$ cat config.mk
export PLATFORM = sky130hd
export DESIGN_NAME = tcp_option_parser_unit
export DESIGN_NICKNAME = d
export VERILOG_FILES = /design/src/rtl/tcpopt_pkg.sv /design/src/rtl/tcp_option_parser_unit.sv
export SDC_FILE = /design/constraint.sdc
export NUM_CORES = 1
export LEC_CHECK = 0
export ABC_CLOCK_PERIOD_IN_PS = 9800
export BUFFER_PORTS_ARGS = -buffer_cell sky130_fd_sc_hd__buf_2
export CAP_MARGIN = 20
export CORE_AREA = 2 2 182 184
export CTS_BUF_LIST = sky130_fd_sc_hd__clkbuf_16
export DETAILED_ROUTE_END_ITERATION = 10
export DIE_AREA = 0 0 184 186
export HOLD_SLACK_MARGIN = 0.08
export PLACE_DENSITY = 0.66
export SLEW_MARGIN = 20
export SYNTH_ARGS = -nofsm -noshare
export SYNTH_HDL_FRONTEND = slang
export SYNTH_SLANG_ARGS = --single-unit
$ cat constraint.sdc
create_clock -name clock -period 9.8 [get_ports clock]
set_clock_uncertainty 0.05 [all_clocks]
set_input_delay 0.98 -clock clock [delete_from_list [all_inputs] [get_ports clock]]
set_output_delay 0.98 -clock clock [all_outputs]
set_load 0.02 [all_outputs]
$ cat src/rtl/tcpopt_pkg.sv
package tcpopt_pkg;

   localparam int REGION_MAX_BYTES = 40;
   localparam int POS_W = $clog2(REGION_MAX_BYTES + 1);

   typedef enum logic [1:0] {
      PH_KIND = 2'd0,
      PH_LEN  = 2'd1,
      PH_DATA = 2'd2,
      PH_DONE = 2'd3
   } phase_type;

   localparam logic [7:0] KIND_EOL    = 8'd0;
   localparam logic [7:0] KIND_NOP    = 8'd1;
   localparam logic [7:0] KIND_MSS    = 8'd2;
   localparam logic [7:0] KIND_WSCALE = 8'd3;
   localparam logic [7:0] KIND_SACK   = 8'd5;
   localparam logic [7:0] KIND_STAMP  = 8'd8;

   localparam logic [7:0] LEN_MIN     = 8'd2;
   localparam logic [7:0] WSCALE_MAX  = 8'd14;
   localparam logic [5:0] DATA_BYTES  = 6'd8;

endpackage

$ cat src/rtl/tcp_option_parser_unit.sv
// Output: the result of an accepted byte, when it has one, is registered onto rsp_.
// Throughput: one option byte per cycle; req_ready drops only while a held
// result is not taken.
// Reset: synchronous, active high; the walk is armed at position 0 and no
// result is held.
module tcp_option_parser_unit (
   input  logic         clock,
   input  logic         reset,
   input  logic         req_valid,
   output logic         req_ready,
   input  logic [7:0]   req_opt_byte,
   input  logic         req_region_first,
   input  logic         req_region_last,
   output logic         rsp_valid,
   input  logic         rsp_ready,
   output logic         rsp_opt_complete,
   output logic         rsp_sack_valid,
   output logic         rsp_walk_end,
   output logic         rsp_bad_length,
   output logic [7:0]   rsp_option_kind,
   output logic [5:0]   rsp_option_length,
   output logic [15:0]  rsp_short_value,
   output logic [31:0]  rsp_stamp_value,
   output logic [31:0]  rsp_stamp_echo,
   output logic [1:0]   rsp_block_index,
   output logic [31:0]  rsp_block_left,
   output logic [31:0]  rsp_block_right
);

   localparam int PW = tcpopt_pkg::POS_W;

   tcpopt_pkg::phase_type phase_ff, phase_in, eff_phase;
   logic [7:0]  kind_ff, kind_in, eff_kind;
   logic [7:0]  len_ff, len_in, eff_len;
   logic [5:0]  bio_ff, bio_in, eff_bio;
   logic [63:0] shift_ff, shift_in, eff_shift;
   logic [1:0]  sackcnt_ff, sackcnt_in, eff_sackcnt;
   logic [PW-1:0] pos_ff, pos_in, eff_pos;

   logic        accept;
   logic        active, last, is_single, room_bad, len_reached, is_sack_kind;
   logic [8:0]  room;
   logic [5:0]  bio_inc, d;
   logic [2:0]  lane;
   logic [63:0] shift_base, shift_data, shift_src;
   logic [7:0]  kind_src, len_src;

   logic        done, sack, wend, bad, has_result;
   logic [7:0]  kind_o;
   logic [5:0]  len_o;
   logic [15:0] short_o;
   logic [31:0] tsv_o, tse_o, bl_o, br_o;
   logic [1:0]  bidx_o;

   logic         rsp_valid_ff;
   logic         done_ff, sack_ff, wend_ff, bad_ff;
   logic [7:0]   kind_o_ff;
   logic [5:0]   len_o_ff;
   logic [15:0]  short_ff;
   logic [31:0]  tsv_ff, tse_ff, bl_ff, br_ff;
   logic [1:0]   bidx_ff;

   assign req_ready = !rsp_valid_ff || rsp_ready;
   assign accept    = req_valid && req_ready;

   // a first word restarts the walk before it is parsed
   always_comb begin
      if (req_region_first) begin
         eff_phase   = tcpopt_pkg::PH_KIND;
         eff_kind    = '0;
         eff_len     = '0;
         eff_bio     = '0;
         eff_shift   = '0;
         eff_sackcnt = '0;
         eff_pos     = '0;
      end else begin
         eff_phase   = phase_ff;
         eff_kind    = kind_ff;
         eff_len     = len_ff;
         eff_bio     = bio_ff;
         eff_shift   = shift_ff;
         eff_sackcnt = sackcnt_ff;
         eff_pos     = pos_ff;
      end
   end

   always_comb begin
      active       = (eff_phase != tcpopt_pkg::PH_DONE);
      last         = req_region_last ||
                     (eff_pos >= PW'(tcpopt_pkg::REGION_MAX_BYTES - 1));
      is_single    = (req_opt_byte == tcpopt_pkg::KIND_EOL) ||
                     (req_opt_byte == tcpopt_pkg::KIND_NOP);
      room         = 9'(tcpopt_pkg::REGION_MAX_BYTES + 1) - 9'(eff_pos);
      room_bad     = (req_opt_byte < tcpopt_pkg::LEN_MIN) || ({1'b0, req_opt_byte} > room);
      bio_inc      = eff_bio + 6'd1;
      len_reached  = ({2'b00, bio_inc} >= eff_len);
      is_sack_kind = (eff_kind == tcpopt_pkg::KIND_SACK);
      d            = eff_bio - 6'd2;
      lane         = d[2:0];
      shift_base   = (is_sack_kind && lane == 3'd0) ? 64'd0 : eff_shift;
      shift_data   = shift_base;
      if (is_sack_kind || d < tcpopt_pkg::DATA_BYTES) begin
         shift_data[{~lane, 3'b000} +: 8] = shift_base[{~lane, 3'b000} +: 8] | req_opt_byte;
      end
      shift_src    = (eff_phase == tcpopt_pkg::PH_DATA) ? shift_data : eff_shift;
      kind_src     = eff_kind;
      len_src      = (eff_phase == tcpopt_pkg::PH_LEN) ? req_opt_byte : eff_len;
   end

   // next state
   always_comb begin
      phase_in   = eff_phase;
      kind_in    = eff_kind;
      len_in     = eff_len;
      bio_in     = eff_bio;
      shift_in   = eff_shift;
      sackcnt_in = eff_sackcnt;
      pos_in     = eff_pos;
      if (active) begin
         if (eff_pos < PW'(tcpopt_pkg::REGION_MAX_BYTES)) begin
            pos_in = eff_pos + PW'(1);
         end
      end
      case (eff_phase)
         tcpopt_pkg::PH_KIND: begin
            if (is_single) begin
               if (req_opt_byte == tcpopt_pkg::KIND_EOL || last) begin
                  phase_in = tcpopt_pkg::PH_DONE;
               end
            end else if (last) begin
               phase_in = tcpopt_pkg::PH_DONE;
            end else begin
               kind_in    = req_opt_byte;
               len_in     = '0;
               bio_in     = 6'd1;
               shift_in   = '0;
               sackcnt_in = '0;
               phase_in   = tcpopt_pkg::PH_LEN;
            end
         end
         tcpopt_pkg::PH_LEN: begin
            bio_in = 6'd2;
            if (room_bad) begin
               phase_in = tcpopt_pkg::PH_DONE;
            end else begin
               len_in = req_opt_byte;
               if (last) begin
                  phase_in = tcpopt_pkg::PH_DONE;
               end else if (req_opt_byte == tcpopt_pkg::LEN_MIN) begin
                  phase_in = tcpopt_pkg::PH_KIND;
               end else begin
                  phase_in = tcpopt_pkg::PH_DATA;
               end
            end
         end
         tcpopt_pkg::PH_DATA: begin
            shift_in = shift_data;
            bio_in   = bio_inc;
            if (is_sack_kind && lane == 3'd7) begin
               sackcnt_in = eff_sackcnt + 2'd1;
            end
            if (last) begin
               phase_in = tcpopt_pkg::PH_DONE;
            end else if (len_reached) begin
               phase_in = tcpopt_pkg::PH_KIND;
            end
         end
         default: begin
            phase_in = eff_phase;
         end
      endcase
   end

   // result word
   always_comb begin
      done    = 1'b0;
      sack    = 1'b0;
      wend    = 1'b0;
      bad     = 1'b0;
      kind_o  = '0;
      len_o   = '0;
      short_o = '0;
      tsv_o   = '0;
      tse_o   = '0;
      bidx_o  = '0;
      bl_o    = '0;
      br_o    = '0;
      case (eff_phase)
         tcpopt_pkg::PH_KIND: begin
            if (is_single) begin
               done   = 1'b1;
               kind_o = req_opt_byte;
               len_o  = 6'd1;
               wend   = (req_opt_byte == tcpopt_pkg::KIND_EOL) || last;
            end else begin
               bad  = last;
               wend = last;
            end
         end
         tcpopt_pkg::PH_LEN: begin
            done = !room_bad && (req_opt_byte == tcpopt_pkg::LEN_MIN);
            bad  = room_bad || (req_opt_byte != tcpopt_pkg::LEN_MIN && last);
            wend = bad || (done && last);
         end
         tcpopt_pkg::PH_DATA: begin
            sack = is_sack_kind && (lane == 3'd7);
            done = len_reached;
            bad  = !len_reached && last;
            wend = bad || (done && last);
            if (sack) begin
               bidx_o = eff_sackcnt;
               bl_o   = shift_data[63:32];
               br_o   = shift_data[31:0];
            end
         end
         default: begin
            done = 1'b0;
         end
      endcase
      if (eff_phase != tcpopt_pkg::PH_KIND && done) begin
         kind_o = kind_src;
         len_o  = len_src[5:0];
         if (kind_src == tcpopt_pkg::KIND_MSS) begin
            short_o = shift_src[63:48];
         end else if (kind_src == tcpopt_pkg::KIND_WSCALE) begin
            short_o = (shift_src[63:56] > tcpopt_pkg::WSCALE_MAX) ?
                      {8'd0, tcpopt_pkg::WSCALE_MAX} : {8'd0, shift_src[63:56]};
         end else if (kind_src == tcpopt_pkg::KIND_STAMP) begin
            tsv_o = shift_src[63:32];
            tse_o = shift_src[31:0];
         end
      end
      has_result = active && (done || sack || wend || bad);
   end

   always_ff @(posedge clock) begin
      if (reset) begin
         phase_ff     <= tcpopt_pkg::PH_KIND;
         kind_ff      <= '0;
         len_ff       <= '0;
         bio_ff       <= '0;
         shift_ff     <= '0;
         sackcnt_ff   <= '0;
         pos_ff       <= '0;
         rsp_valid_ff <= 1'b0;
      end else begin
         if (accept) begin
            phase_ff     <= phase_in;
            kind_ff      <= kind_in;
            len_ff       <= len_in;
            bio_ff       <= bio_in;
            shift_ff     <= shift_in;
            sackcnt_ff   <= sackcnt_in;
            pos_ff       <= pos_in;
            rsp_valid_ff <= has_result;
         end else if (rsp_ready) begin
            rsp_valid_ff <= 1'b0;
         end
      end
   end

   always_ff @(posedge clock) begin
      if (accept && has_result) begin
         done_ff   <= done;
         sack_ff   <= sack;
         wend_ff   <= wend;
         bad_ff    <= bad;
         kind_o_ff <= kind_o;
         len_o_ff  <= len_o;
         short_ff  <= short_o;
         tsv_ff    <= tsv_o;
         tse_ff    <= tse_o;
         bidx_ff   <= bidx_o;
         bl_ff     <= bl_o;
         br_ff     <= br_o;
      end
   end

   assign rsp_valid         = rsp_valid_ff;
   assign rsp_opt_complete  = done_ff;
   assign rsp_sack_valid    = sack_ff;
   assign rsp_walk_end      = wend_ff;
   assign rsp_bad_length    = bad_ff;
   assign rsp_option_kind   = kind_o_ff;
   assign rsp_option_length = len_o_ff;
   assign rsp_short_value   = short_ff;
   assign rsp_stamp_value   = tsv_ff;
   assign rsp_stamp_echo    = tse_ff;
   assign rsp_block_index   = bidx_ff;
   assign rsp_block_left    = bl_ff;
   assign rsp_block_right   = br_ff;

endmodule
==> results of run 1 <==
-- per-layer routing --
metal / vias to the layer above / wire length [um] / global-route usage / part of all wire
met5: - / 0 / 0 / 0
met4: 0 / 1430 / 0.0858 / 0.034
met2: 602 / 18800 / 0.372 / 0.45
li1: 4932 / - / - / -
met1: 5231 / 17900 / 0.342 / 0.43
met3: 91 / 3790 / 0.0333 / 0.090
-- synth_stat cells, types with 17 or more instances --
| cell | n |
|---|---|
| nor3_1 | 19 |
| nor2_1 | 161 |
| a21oi_1 | 98 |
| a22oi_1 | 40 |
| a22o_1 | 25 |
| ha_1 | 27 |
| clkbuf_1 | 62 |
| nor2b_1 | 25 |
| o21ai_0 | 61 |
| nand2_1 | 147 |
| edfxtp_1 | 164 |
| dfxtp_1 | 97 |
| and3_1 | 26 |
| inv_1 | 23 |
| nand3_1 | 25 |
| and2_1 | 17 |
-- flip-flops by register name (all words and copies together), names as in the netlist, 8 cells and up --
signal	cells
rsp_short_value	16
kind_ff	8
rsp_stamp_value	32
rsp_option_kind	8
rsp_stamp_echo	32
shift_ff	64
rsp_block_left	32
rsp_block_right	32
len_ff	8
-- critical path, stage by stage --
cell and delay [ns]:
buf_2 0.65, nand2b_1 0.52, inv_1 0.22, ha_1 0.48
inv_1 0.16, ha_1 0.75, and2_1 0.45, nand2_1 0.57
inv_2 0.43, o311a_4 0.82, buf_12 0.46
-- stage by stage --
stage / setup WS, ns / power (mW)
4_1_cts: 3.43 / 2.58
6_report: 3.26 / 2.57
3_3_place_gp: 3.19 / 1.54
3_5_place_dp: 2.89 / 1.54
2_1_floorplan: 1.22 / 1.44
5_1_grt: 2.91 / 2.64
-- final timing paths --
kind,cells past startpoint,slack (ns),from,endpoint
setup reg to reg,10,3.40,bio_ff[1],rsp_stamp_value[5]
hold reg to reg,2,0.40,shift_ff[39],shift_ff[39]
hold / removal,2,0.40,shift_ff[39],shift_ff[39]
setup / recovery,11,3.26,req_region_first,rsp_stamp_value[5]
-- cell families after synthesis --
group / after synthesis
AO/OA/AOI/OAI: 340
XOR/XNOR: 8
adder cells (fa/ha/maj): 27
buffers and inverters: 107
flip-flops: 261
multiplexers: 24
AND/OR/NAND/NOR: 487
-- power by group --
group | switching, mW | internal [mW]
registers | 0.0204 | 1.21
logic | 0.215 | 0.0691
clock network | 0.440 | 0.612
-- layout make-up --
cell class	instances	share of cell area
sequential	261	0.460
multi-input combinational	886	0.367
timing repair buffer	200	0.0714
clock buffer	29	0.0486
tap	408	0.0342
clock inverter	23	0.0123
inverter	25	0.00629
==> impl_metrics.py, run 1 <==
metrics = {
    "timing": {
        "fin_crit_sh": 0.668,
        "whs_ns": 0.398,
        "setup_tns_ns": 0,
        "final_hold_viol_count": 0,
        "fmax_mhz": 153,
        "rsz0062_at_grt": "false",
        "layout_min_cycle_time_ns": 6.54,
        "tightest_slew_ns": 1.07,
        "slew_headroom": 0.281,
        "drv_slew": 0,
        "setup_viol": 0,
    },
    "drt": {
        "routed_wl_um": 41900,
        "firstDrtPassIters": 6,
        "postRouteAntennaNets": 0,
        "vias_per_cell": 5.93,
        "detailroute.via_count": 10900,
        "initialDrtViolationCount": 1187,
        "drc": 0,
        "wl_per_cell_um": 22.9,
    },
    "clocking": {
        "path_clk_slew_ns": 0.06,
        "cts_made_buffers": 28,
        "cts.sinks": 261,
        "root_buffer": "clkbuf_16",
        "insertion_delay_ns": 0.55,
        "clockBufferDepth": 3,
        "postCtsSetupRepairBufs": 0,
        "post_cts_resized": 0,
        "cts_hold_buf": 0,
        "ctsHtreeMaxLevel": 1,
        "cts_tree": "done",
    },
    "synth": {
        "ys_top_cells_by_area": "edfxtp_1 39%, dfxtp_1 15%, nor2_1 4.7%, nand2_1 4.3%, a21oi_1 3.9%",
        "avgSynthCellArea_um2": 10.2,
        "synth_top_family_by_area": "simple AND/OR/NAND/NOR gates",
        "synth_ff_type": "edfxtp_1",
        "synth_fp_nets": 1295,
        "synth-edff-count": 164,
        "syn_inst": 1254,
        "yosysWarningCount": 0,
        "yosys.area_share.simple": 0.184,
        "synthAdderAreaFrac": 0.0265,
        "netlist.area_leader.share": 0.387,
        "synth_compound_area_frac": 0.180,
        "synth_area_leader_cell": "edfxtp_1",
        "ys_seq_elements": 261,
        "synth.mux.area_fraction": 0.0321,
        "synth_xor_area_frac": 0.00550,
        "yosysUniqueCellTypes": 77,
        "async_flop_share": 0,
        "syn-cell-area_um2": 12700,
        "yosysSeqAreaShare": 0.539,
    },
    "worst_setup_path": {
        "critPathLaunchType": "primary input",
        "worstSetupPathType": "in -> reg",
        "required_ns": 9.92,
        "path_max_fanout": 100,
        "critPathCaptureType": "register",
        "arrival_ns": 6.66,
    },
    "layout": {
        "final_common_cell": "buf_2",
        "antenna_cells": 0,
        "syn_to_final_growth_pct": 17.2,
        "register_area_um2": 6870,
        "nets": 1443,
        "drive_above_1_share": 0.203,
        "fill_cells": 3081,
        "design_area_um2": 14900,
        "post-route-util": 0.463,
        "final_cell_mix": "179 x buf_2, 164 x edfxtp_1, 159 x nor2_1, 147 x nand2_1, 98 x a21oi_1",
        "fin_cells": 1832,
        "multi_input_area_um2": 5480,
    },
    "run_status": {
        "run_status": "completed",
    },
    "die": {
        "dieWidth_um": 184,
        "start_util": 0.395,
        "die_height_um": 186,
        "ios": 180,
        "core_um2": 32200,
        "std_cell_rows": 66,
        "die_area_um2": 34200,
    },
    "grt": {
        "grt_max_degree": 101,
        "grt_pass1_wl_um": 62500,
        "gr-total-overflow": 0,
        "antenna_found_initial": 0,
        "grt_usage": 0.239,
        "grt_pass1_vias": 10100,
    },
    "power_and_ir_drop": {
        "power_density_nw_per_um2": 172,
        "peakVddDrop_mv": 0.108,
        "p_leak_nw": 5.35,
    },
    "placed_design": {
        "post-place-cells": 1780,
        "gp_congestion": 0.985,
        "place.port_buffers": 179,
        "placed_cell_area_um2": 14000,
        "hpwl_um": 29600,
    },
    "run": {
        "cap_viol_max_count": 0,
    },
    "hold_path": {
        "hold_path.class": "reg -> reg",
    },
}
No activity file was read; power rests on OpenSTA's default activity.
==> run 2: changes to the inputs <==
--- a/config.mk
+++ b/config.mk
@@ -5,7 +5,7 @@
 export SDC_FILE = /design/constraint.sdc
 export NUM_CORES = 1
 export LEC_CHECK = 0
-export ABC_CLOCK_PERIOD_IN_PS = 9800
+export ABC_CLOCK_PERIOD_IN_PS = 6600
 export BUFFER_PORTS_ARGS = -buffer_cell sky130_fd_sc_hd__buf_2
 export CAP_MARGIN = 20
 export CORE_AREA = 2 2 182 184
==> constraint.sdc (replaced) <==
create_clock -name clock -period 6.6 [get_ports clock]
set_clock_uncertainty 0.05 [all_clocks]
set_input_delay 0.66 -clock clock [delete_from_list [all_inputs] [get_ports clock]]
set_output_delay 0.66 -clock clock [all_outputs]
set_load 0.02 [all_outputs]
==> run 2 against run 1 <==
  * Combinational power grew 53%
  * Design area grew 1.4%
  * Largest power group unchanged
  * Setup slack lost 1.4 ns
  * Critical path type unchanged
==> impl_metrics.py, run 2 (synthesis gave the netlist of run 1 again) <==
metrics = {
    "clocking": {
        "cts_made_buffers": 28,
        "post_cts_resized": 0,
        "path_clk_slew_ns": 0.06,
        "postCtsSetupRepairBufs": 0,
        "cts_tree": "done",
        "ctsHtreeMaxLevel": 1,
        "cts.sinks": 261,
        "insertion_delay_ns": 0.55,
        "cts_hold_buf": 0,
        "clockBufferDepth": 3,
        "root_buffer": "clkbuf_16",
    },
    "drt": {
        "postRouteAntennaNets": 0,
        "drc": 0,
        "firstDrtPassIters": 6,
        "initialDrtViolationCount": 1278,
        "wl_per_cell_um": 22.9,
        "detailroute.via_count": 10900,
        "vias_per_cell": 5.92,
        "routed_wl_um": 42200,
    },
    "timing": {
        "fmax_mhz": 211,
        "fin_ws_ns": 1.86,
        "final_hold_viol_count": 0,
        "fin_crit_sh": 0.718,
        "drv_slew": 0,
        "setup_viol": 0,
        "layout_min_cycle_time_ns": 4.74,
        "slew_headroom": 0.273,
        "rsz0062_at_grt": "false",
        "setup_tns_ns": 0,
        "tightest_slew_ns": 1.09,
    },
    "die": {
        "die_height_um": 186,
        "core_um2": 32200,
        "start_util": 0.395,
        "dieWidth_um": 184,
        "die_area_um2": 34200,
        "std_cell_rows": 66,
        "ios": 180,
    },
    "worst_setup_path": {
        "path_max_fanout": 25,
        "cp-startpoint": "req_region_first",
        "worstSetupPathType": "in -> reg",
        "required_ns": 6.94,
        "timing.rr.end": "rsp_block_right[20]",
        "reg2reg_depth": 14,
        "r2r-start": "bio_ff[0]",
        "critPathLaunchType": "primary input",
        "critPathCaptureType": "register",
        "r2r_slack_ns": 2.15,
        "arrival_ns": 5.08,
    },
    "placed_design": {
        "gp_congestion": 1.03,
        "hpwl_um": 30300,
        "post-place-cells": 1796,
        "dp_slack_ns": 1.45,
        "place.port_buffers": 179,
    },
    "run": {
        "cap_viol_max_count": 0,
    },
    "power_and_ir_drop": {
        "pwr-share-comb": 0.110,
        "power_density_nw_per_um2": 260,
        "p_clk_frac": 0.425,
        "peakVddDrop_mv": 0.181,
        "p_seq_frac": 0.465,
        "p_sw_mw": 1.02,
        "p_leak_nw": 5.46,
        "power.internal_mw": 2.91,
        "switching_share": 0.260,
    },
    "layout": {
        "fill_cells": 3037,
        "antenna_cells": 0,
        "nets": 1459,
        "drive_above_1_share": 0.214,
        "fin_cells": 1848,
        "largest_register_ffs": 64,
        "multi_input_area_um2": 5470,
        "top_register": "shift_ff",
        "register_area_um2": 6870,
        "final_cell_mix": "179 x buf_2, 164 x edfxtp_1, 159 x nor2_1, 147 x nand2_1, 98 x a21oi_1",
        "final_common_cell": "buf_2",
        "syn_to_final_growth_pct": 18.8,
    },
    "grt": {
        "grt_max_degree": 68,
        "gr-total-overflow": 0,
        "grt_pass1_wl_um": 62600,
        "grt_usage": 0.241,
        "grt_pass1_vias": 10300,
        "antenna_found_initial": 0,
    },
    "hold_path": {
        "hold_path.class": "in -> reg",
        "min_from": "req_opt_byte[5]",
        "min_to": "len_ff[5]",
        "hold_depth": 3,
    },
    "run_status": {
        "run_status": "completed",
    },
}
## run 2: cell count changes in the layout (fill, tap and decap cells not counted), sizes merged
cell | previous run | this run
clkinvlp | 2 | 1
inv | 28 | 27
buf | 200 | 216
bufinv | 3 | 5
## run 2: power by group through the flow
| stage | registers (mW) | clock network, mW | logic (mW) |
|---|---|---|---|
| floorplan | 1.94 | 0 | 0.191 |
| global placement | 1.86 | 0 | 0.423 |
| detailed placement | 1.86 | 0 | 0.428 |
| CTS | 1.83 | 1.69 | 0.429 |
| global route | 1.83 | 1.76 | 0.459 |
| finish | 1.83 | 1.67 | 0.434 |
## run 2: worst max-delay path, stage by stage
cell	delay (ns)
buf_2	0.27
buf_4	0.40
nand2b_1	0.51
inv_1	0.19
ha_1	0.55
inv_1	0.14
ha_1	0.40
and4b_1	0.23
a22o_1	0.30
a211oi_1	0.85
or2_2	0.32
a22oi_1	0.08
nor2_1	0.18
## run 2: how the worst max path moves through the flow
stage / to
after detailed placement: rsp_short_value[3]
final: rsp_stamp_value[13]
after floorplan: rsp_bad_length
after CTS: rsp_short_value[3]
after global placement: rsp_short_value[3]
after global routing: rsp_short_value[3]
## run 2: through the flow
step	power (mW)	area, um^2	util	hold slack, ns
6_report	3.93	15100	0.470	0.417
2_1_floorplan	2.13	12700	-	0.367
3_5_place_dp	2.29	14100	0.439	0.398
4_1_cts	3.94	15100	0.470	0.404
5_1_grt	4.05	15100	0.470	0.408
3_3_place_gp	2.29	14100	0.439	0.390
## run 2: layer usage
| layer | share of wire | track usage | vias up |
|---|---|---|---|
| li1 | - | - | 4972 |
| met1 | 0.41 | 0.337 | 5256 |
| met2 | 0.46 | 0.378 | 629 |
| met3 | 0.10 | 0.0434 | 82 |
| met4 | 0.028 | 0.0778 | 0 |
| met5 | 0 | 0 | - |
## run 2: cell type report
type / count / share of cell area
clock buffers: 29 / 0.0480
multi-input cells: 886 / 0.362
flip-flops and latches: 261 / 0.454
well taps: 408 / 0.0337
inverters: 25 / 0.00620
clock inverters: 23 / 0.0173
repair buffers: 216 / 0.0792
